## src/hw/rtl/rcr_pkg.sv

```systemverilog
// Shared constants, operation codes and the sweep setup structure of the rectangle rasterizer.
package rcr_pkg;

	localparam int MAX_WIDTH  = 256;
	localparam int MAX_HEIGHT = 256;
	localparam int FRAC_BITS  = 8;

	localparam int COL_BITS = (MAX_WIDTH > 1) ? $clog2(MAX_WIDTH) : 1;
	localparam int ROW_BITS = (MAX_HEIGHT > 1) ? $clog2(MAX_HEIGHT) : 1;
	localparam int ADDR_W   = ROW_BITS + COL_BITS;

	localparam int FIELD_W = 24;
	localparam int CHAR_W  = 8;
	localparam int SIZE_W  = 9;
	localparam int IDX_W   = 2;
	localparam int COORD_W = FIELD_W + 3;

	localparam logic [1:0] OP_CLEAR   = 2'd0;
	localparam logic [1:0] OP_FILL    = 2'd1;
	localparam logic [1:0] OP_OUTLINE = 2'd2;
	localparam logic [1:0] OP_READ    = 2'd3;

	localparam logic [IDX_W-1:0] REG_WIDTH  = 2'd0;
	localparam logic [IDX_W-1:0] REG_HEIGHT = 2'd1;
	localparam logic [IDX_W-1:0] REG_BG     = 2'd2;

	localparam logic STATUS_OK       = 1'b0;
	localparam logic STATUS_BAD_SIZE = 1'b1;

	typedef struct packed {
		logic                       clear;
		logic                       outline;
		logic [CHAR_W-1:0]          char_val;
		logic [COL_BITS-1:0]        col_last;
		logic [ROW_BITS-1:0]        row_last;
		logic signed [COORD_W-1:0]  x_lo;
		logic signed [COORD_W-1:0]  x_hi;
		logic signed [COORD_W-1:0]  x_in;
		logic signed [COORD_W-1:0]  x_ih;
		logic signed [COORD_W-1:0]  y_lo;
		logic signed [COORD_W-1:0]  y_hi;
		logic signed [COORD_W-1:0]  y_in;
		logic signed [COORD_W-1:0]  y_ih;
	} sweep_cfg_t;

	typedef struct packed {
		logic                we;
		logic [ADDR_W-1:0]   addr;
		logic [CHAR_W-1:0]   data;
	} wr_req_t;

endpackage

```

## src/hw/rtl/rcr_sweep.sv

```systemverilog
// Raster sweep of the canvas in use: decides coverage of one pixel a cycle and writes hits.
module rcr_sweep (
	input  logic               clk,
	input  logic               arst_n,
	input  logic               start,
	input  rcr_pkg::sweep_cfg_t cfg_in,
	output rcr_pkg::wr_req_t   wr,
	output logic               done
);
	import rcr_pkg::*;

	sweep_cfg_t                cfg_q;
	logic                      busy_q;
	logic [COL_BITS-1:0]       col_q;
	logic [ROW_BITS-1:0]       row_q;
	logic signed [COORD_W-1:0] px;
	logic signed [COORD_W-1:0] py;
	logic                      covered;
	logic                      edge_hit;
	logic                      hit;
	logic                      col_end;
	logic                      last;
	logic                      we_s1;
	logic [ADDR_W-1:0]         addr_s1;
	logic [CHAR_W-1:0]         data_s1;
	logic                      last_s1;

	assign px = signed'(COORD_W'(col_q) << FRAC_BITS);
	assign py = signed'(COORD_W'(row_q) << FRAC_BITS);

	assign covered = (px >= cfg_q.x_lo) && (px <= cfg_q.x_hi) &&
		(py >= cfg_q.y_lo) && (py <= cfg_q.y_hi);
	assign edge_hit = (px < cfg_q.x_in) || (py < cfg_q.y_in) ||
		(px > cfg_q.x_ih) || (py > cfg_q.y_ih);
	assign hit = cfg_q.clear || (covered && (!cfg_q.outline || edge_hit));

	assign col_end = (col_q == cfg_q.col_last);
	assign last    = col_end && (row_q == cfg_q.row_last);

	always_ff @(posedge clk) begin
		if (start) begin
			cfg_q <= cfg_in;
		end
	end

	always_ff @(posedge clk or negedge arst_n) begin
		if (!arst_n) begin
			busy_q  <= 1'b0;
			col_q   <= '0;
			row_q   <= '0;
			we_s1   <= 1'b0;
			last_s1 <= 1'b0;
		end else begin
			we_s1   <= busy_q && hit;
			last_s1 <= busy_q && last;
			if (start) begin
				busy_q <= 1'b1;
				col_q  <= '0;
				row_q  <= '0;
			end else if (busy_q) begin
				if (last) begin
					busy_q <= 1'b0;
				end
				if (col_end) begin
					col_q <= '0;
					row_q <= row_q + 1'b1;
				end else begin
					col_q <= col_q + 1'b1;
				end
			end
		end
	end

	always_ff @(posedge clk) begin
		addr_s1 <= {row_q, col_q};
		data_s1 <= cfg_q.char_val;
	end

	assign wr.we   = we_s1;
	assign wr.addr = addr_s1;
	assign wr.data = data_s1;
	assign done    = last_s1;

endmodule

```

## config.mk

```make
export PLATFORM = sky130hd
export DESIGN_NAME = rcr_sweep
export DESIGN_NICKNAME = d
export VERILOG_FILES = /design/src/hw/rtl/rcr_pkg.sv /design/src/hw/rtl/rcr_sweep.sv
export SDC_FILE = /design/constraint.sdc
export NUM_CORES = 1
export LEC_CHECK = 0
export ABC_AREA = 1
export BUFFER_PORTS_ARGS = -buffer_cell sky130_fd_sc_hd__buf_2
export CAP_MARGIN = 10
export CORE_MARGIN = 3
export CORE_UTILIZATION = 40
export DETAILED_ROUTE_END_ITERATION = 10
export GPL_TIMING_DRIVEN = 0
export MAX_ROUTING_LAYER = met4
export PLACE_DENSITY = 0.73
export SLEW_MARGIN = 10
export SYNTH_ARGS = -nofsm -noshare
export SYNTH_HDL_FRONTEND = slang
export SYNTH_SLANG_ARGS = --single-unit
```

## constraint.sdc

```tcl
create_clock -name clk -period 4.3 [get_ports clk]
set_clock_uncertainty 0.15 [all_clocks]
set_input_delay 0.86 -clock clk [delete_from_list [all_inputs] [get_ports clk]]
set_output_delay 0.86 -clock clk [all_outputs]
set_load 0.1 [all_outputs]
```

Word level (Yosys, flattened, before mapping)
Index checks and enable logic that the tools add are counted.

Bits of input ports: 245. Register bits after elaboration: 285. Logic and storage cells: 57. Output and inout port bits: 26.

Mux-type cells: 9. Reductions and logical operators: 16. Order comparisons: 8. Add/subtract/negate cells: 2. Equal/unequal tests: 2.

Operators by type and width (number): 17-bit by 27-bit >= comparator with 1-bit output (2); 17-bit by 27-bit > comparator with 1-bit output (2); 17-bit by 27-bit <= comparator with 1-bit output (2); 17-bit by 27-bit < comparator with 1-bit output (2); 8-bit 2-to-1 mux (6); 8-bit by 1-bit adder with 8-bit output, second input constant (2); 8-bit == test (2); 1-bit logical AND (7); 1-bit logical OR (5); 2-bit nonzero test (2); 1-bit 2-to-1 mux (3); 2-bit AND reduction (1); 1-bit zero test (1).

Longest topological paths before layout
Gate-level depths: netlist (run 1).

Depth in word-level cells: 8. Mapped depth: 16. Depth with buffers taken out: 16.

Worst setup path before layout (run 1)
OpenSTA, ideal clock, no wires.

Path kind: register to output. Start point: register data_s1[0]. End point: output wr[0] in the netlist's numbering. Stages on the path, launching flop included: 1. Path buffers: 0. Data arrival time: 0.909 ns. Required time: 3.290 ns. Slack: 2.381 ns. Path through: dfxtp_1.

RTL lines: start: declaration (line rcr_sweep.sv:25) `logic [CHAR_W-1:0] data_s1;`; start signal: assignment (line rcr_sweep.sv:76) `data_s1 <= cfg_q.char_val;`; end: declaration (line rcr_sweep.sv:7) `output rcr_pkg::wr_req_t wr,`.

No word-level cell between the ends.

Worst setup path in the final report (run 1)
Start point: register we_s1. End point: output wr[24] in the netlist's numbering.

RTL lines: start: declaration (line rcr_sweep.sv:23) `logic we_s1;`; start signal: assignment (line rcr_sweep.sv:54) `we_s1 <= busy_q && hit;`.

No word-level cell between the ends.

==> reports/metrics.csv, run 1 <==
metric,value,unit
synthMuxAreaShare,0,%
crit_path_top_delay_cell,buf_2,
synth_edf_count,242,
detail-route-antenna-nets,0,
final-hold-violation-count,0,
critPathKind,reg2out,
min_period,2401,ps
hold_class,in2async,
synth_seq_cells,285,
fin_crit_sh,55.85,%
gp_congestion,0.7781,
wl_per_cell,14.57,um
setup_viol,0,
drt_wl_total,23820,um
critPathMaxFanout,1,
synth_xor_area_share,1.279,%
synth.distinct_cells,42,
clockBufferDepth,3,
grt_max_degree,110,
tns,0,ps
portBuffers,270,
tightest_slew,564.3,ps
cts_tree,yes,
synth_compound_area_share,1.945,%
highest_layer,met4,
die_h,176.6,um
io_pins,271,
cts_resized,0,
initial_utilization,41.24,%
die_x,176.6,um
async_flop_share,6.667,%
critical_path_required,3290,ps
antenna_found_initial,2,
cp_slowest_stage_delay,430,ps
final_util,51.36,%
drtIter0Drc,359,
clock-sinks,285,
clockRootBuffer,clkbuf_16,
postCtsSetupBuffers,0,
cp-start-kind,flop,
grt_usage,15.43,%
avgViaCountPerCell,4.547,
worst_setup_path_end_kind,output pin,
yosys.area_share.adder,7.091,%
clkSlewWorstSetupHoldPaths,60,ps
cts_buffers,31,
grt_pass1_vias,7487,
synthSimpleGateAreaFrac,13.58,%
synth-main-ff-cell,edfxtp_1,
nNetsFinal,1541,
drc,0,
irDropWorstVdd,336.7,uV
std_cell_rows,61,
fmax,416.4,MHz
reg2reg_slack,2050,ps
area_growth,24.56,%
dpl.hpwl,17330,um
final_cell_mix,"buf_2 (269), edfxtp_1 (242), nand2_1 (170)",
vias,7434,
crit_path_cell_trace,buf_4 > buf_2,
wl_met3,1738,um
fp.coreArea,0.02824,mm2
slew_headroom,62.38,%
holdBufCountCts,0,
synthCells,925,
final_common_cell,buf_2,
met1Wirelength,10040,um
dr_wl_met2,11340,um
htreeDepth,1,
drt-pass1-iter-count,4,
power_per_cell_area,452.4,mW/mm2
status,finished clean,
synth_top_family_by_area,simple AND/OR/NAND/NOR gates,
postSynthNetCount,1236,
avgSynthCellArea,12.59,um2
grt-ovfl-total,0,
cap_violations,0,
layout-drive-gt1-share,28.13,%
clk_latency,560,ps
p_leak,0.006675,uW
die_area,0.03120,mm2
crit_arrival,1390,ps
synth_seq_area_share,70.61,%
slew_violations,0,
ys_warn_count,0,
rsz0062_at_grt,false,
syn_area,0.01164,mm2
grt_first_pass_wirelength,36980,um
-- final timing paths --
check | startpoint | to | depth (start not counted)
max | we_s1 | wr[24] | 2
min | arst_n | col_q[1] | 1
max reg2reg | row_q[7] | we_s1 | 13
min reg2reg | cfg_q[235] | data_s1[3] | 0
max in group asynchronous | arst_n | done | 1
min in group clk | cfg_q[235] | data_s1[3] | 0
-- cell type report --
class                   instances  area [um2]
diodes                          2       5.005
plain buffers                   2       18.77
clock buffers                  40       819.5
clock inverters                18       146.4
fillers                      2441       13730
inverters                     161       620.6
multi-input cells             477        2783
flip-flops and latches        285        8223
well taps                     378       473.0
repair buffers                272        1416
-- power breakdown --
group	leakage (uW)	internal (uW)	switching, uW
sequential	0.00282	3240	120
combinational	0.00338	247	446
clock	0.000473	1460	1040
-- state kept, by name (all words and copies together), names as in the netlist --
signal   cells
addr_s1     16
col_q        8
data_s1      8
row_q        8
done         1
busy_q       1
cfg_q      242
we_s1        1
-- Yosys cell counts (all sizes together), types with 6 or more instances --
master	n	area [um2]
nor3	22	136.4
ha	66	825.8
nand4	19	118.9
inv	160	603.1
nand3	25	140.1
xnor2	12	105.1
nor2	96	385.4
o21ai	6	37.53
dfxtp	24	480.5
nand2	175	674.4
a21oi	21	108.9
dfrtp	19	475.5
edfxtp	242	7267
-- per-layer routing --
| metal | track usage [%] | up-vias |
|---|---|---|
| li1 | - | 3725 |
| met1 | 19.49 | 3408 |
| met2 | 25.45 | 247 |
| met3 | 3.218 | 54 |
| met4 | 4.354 | 0 |
| met5 | - | - |
-- cells by family (layout without fill, tap and decap cells) --
group / count (synthesis) / in the layout
and+or+nand+nor: 356 / 356
DFF: 285 / 285
buffers and inverters: 163 / 493
adders and majority gates: 66 / 66
AOI/OAI and AO/OA: 38 / 38
xor gates and xnor gates: 17 / 17
other: 0 / 2
-- worst max-delay path: cells and delay by family (launching register included) --
family	cells	cell delay, ps
flip-flops	1	320
buffers and inverters	2	520
-- metrics by stage --
stage | std cells | hold WS (ps) | area, um2 | setup slack [ps] | power, uW
finish | 1635 | 104.1 | 14510 | 1899 | 6561
global route | 1635 | 109.8 | 14510 | 1797 | 6871
CTS | 1633 | 84.32 | 14500 | 1864 | 6657
detailed placement | 1575 | 178.3 | 13530 | 1445 | 4131
global placement | 1573 | 174.6 | 13470 | -1930 | 4109
floorplan | 925 | 173.3 | 11640 | 2381 | 3818
Power figures use the tool's default switching activity.
==> run 2: changes to the inputs <==
Clock period 4.3 ns to 2.4 ns, I/O delays scaled along.
==> run 2 against run 1 <==
Compared with the run above:
- highest routed layer unchanged
- worst setup slack worse by 1700 ps
- global-route usage grew 4.0 points
- core utilization is 8.7 points higher
- clock power is 81% higher
- sequential power is 80% higher
==> reports/metrics.csv, run 2 (synthesis results as in run 1) <==
metric,value,unit,change
crit_arrival,2450,ps,was 1390 ps
fin_crit_sh,90.62,%,
critPathMaxFanout,8,,was 1
final_util,60.04,%,was 51.36%
critPathKind,reg2reg,,was reg2out
irDropWorstVdd,604.4,uV,was 336.7 uV
clockRootBuffer,clkbuf_16,,unchanged
area_growth,45.61,%,was 24.56%
dp_cells,1575,,unchanged
slew_violations,0,,unchanged
gp_congestion,0.7781,,unchanged
detail-route-antenna-nets,0,,unchanged
fmax,459.8,MHz,
rsz0062_at_grt,false,,unchanged
grt_max_degree,110,,unchanged
htreeDepth,1,,unchanged
min_period,2175,ps,
io_pins,271,,unchanged
slew_headroom,63.72,%,was 62.38%
drt-pass1-iter-count,5,,was 4
clock-sinks,285,,unchanged
wl_per_cell,15.79,um,was 14.57 um
grt-ovfl-total,0,,unchanged
drt_wl_total,29660,um,was 23820 um
final_common_cell,buf_2,,unchanged
cp-start-kind,flop,,unchanged
clkSlewWorstSetupHoldPaths,60,ps,about the same
avgViaCountPerCell,4.594,,was 4.547
worst_setup_path_end_kind,flop,,was output pin
setup_viol,0,,unchanged
p_leak,0.007669,uW,was 0.006675 uW
die_h,176.6,um,unchanged
layout-drive-gt1-share,24.43,%,was 28.13%
cap_violations,0,,unchanged
largest-register,cfg_q,,unchanged
vias,8633,,was 7434
hold_class,in2reg,,was in2async
cts_buffers,31,,unchanged
final-hold-violation-count,0,,unchanged
cts_tree,yes,,unchanged
drtIter0Drc,439,,was 359
nNetsFinal,1784,,was 1541
die_x,176.6,um,unchanged
largest_register_ff_count,242,,unchanged
fp.coreArea,0.02824,mm2,unchanged
initial_utilization,41.24,%,unchanged
power,12170,uW,was 6561 uW
std_cell_rows,61,,unchanged
critical_path_required,2680,ps,was 3290 ps
grt_usage,19.40,%,was 15.43%
final_cell_mix,"buf_2 (269), dlygate4sd3_1 (243), edfxtp_1 (242)",,"was buf_2 (269), edfxtp_1 (242), nand2_1 (170)"
reg.largest.list,"cfg_q x242, addr_s1 x16",,unchanged
portBuffers,270,,unchanged
grt_first_pass_wirelength,46220,um,was 36980 um
grt_pass1_vias,9199,,was 7487
tightest_slew,544.2,ps,was 564.3 ps
drc,0,,unchanged
power_per_cell_area,717.8,mW/mm2,was 452.4 mW/mm2
postCtsSetupBuffers,0,,unchanged
clockBufferDepth,3,,unchanged
final_cells,1879,,was 1635
status,finished clean,,unchanged
antenna_found_initial,2,,unchanged
die_area,0.03120,mm2,unchanged
dpl.hpwl,17330,um,unchanged
clk_latency,570,ps,was 560 ps
## run 2: cell types whose count changed in the layout (fill, tap and decap cells not counted), sizes merged
cell	change
dlygate4sd3	+243
diode	+1
## run 2: path summary, 6_finish.rpt
kind	depth (start not counted)	slack [ps]	endpoint	from
max	14	230	we_s1	row_q[6]
min	1	150	cfg_q[112]	start
max reg2reg	14	230	we_s1	row_q[6]
min reg2reg	0	200	data_s1[4]	cfg_q[236]
max in group asynchronous	2	1440	row_q[3]	arst_n
min in group asynchronous	2	300	busy_q	arst_n
## run 2: worst max-delay path: stages (launching register included)
cell and delay, ps:
dfrtp_2 500, ha_1 360, nand2_1 100, inv_1 70, nand2_1 60, nand2_1 60, nand2_1 50, nand2_1 110
nand2_1 70, nand3_1 90, nand2_1 90, nor2_1 110, nand2_1 100, nand2_1 80, a21oi_1 50
## run 2: report_power, final
group          internal (uW)  switching [uW]
Clock                   2620            1910
Sequential              5820             225
Combinational            705             896
Total                   9140            3030
## run 2: cell type report
| class | instances | area, um2 |
|---|---|---|
| fillers | 2122 | 11280 |
| flip-flops and latches | 285 | 8239 |
| repair buffers | 515 | 3849 |
| multi-input cells | 477 | 2783 |
| clock buffers | 40 | 819.5 |
| inverters | 161 | 620.6 |
| well taps | 378 | 473.0 |
| clock inverters | 18 | 146.4 |
| plain buffers | 2 | 18.77 |
| diodes | 3 | 7.507 |
## run 2: metal layers
layer	global-route usage, %	vias up	part of all wire (%)
met5	-	-	0
met4	5.597	0	3.0
met3	3.754	68	6.9
met2	34.15	341	51
met1	22.71	4013	39
li1	-	4211	-
## run 2: stage by stage
step	TNS [ps]	hold slack, ps	setup WS [ps]	area [um2]
2_1_floorplan	0	34.41	653.4	11640
3_3_place_gp	-683960	174.6	-3450	13470
3_5_place_dp	-93.32	178.3	-75.30	13530
4_1_cts	0	123.0	81.20	16930
5_1_grt	0	134.8	12.89	16950
6_report	0	154.7	225.0	16960
## run 2: repair_timing
action                     4_1_cts  5_1_grt
resized for setup                0       13
hold buffers                   243        0
hold endpoints to repair       261        0
setup endpoints to repair        0        1
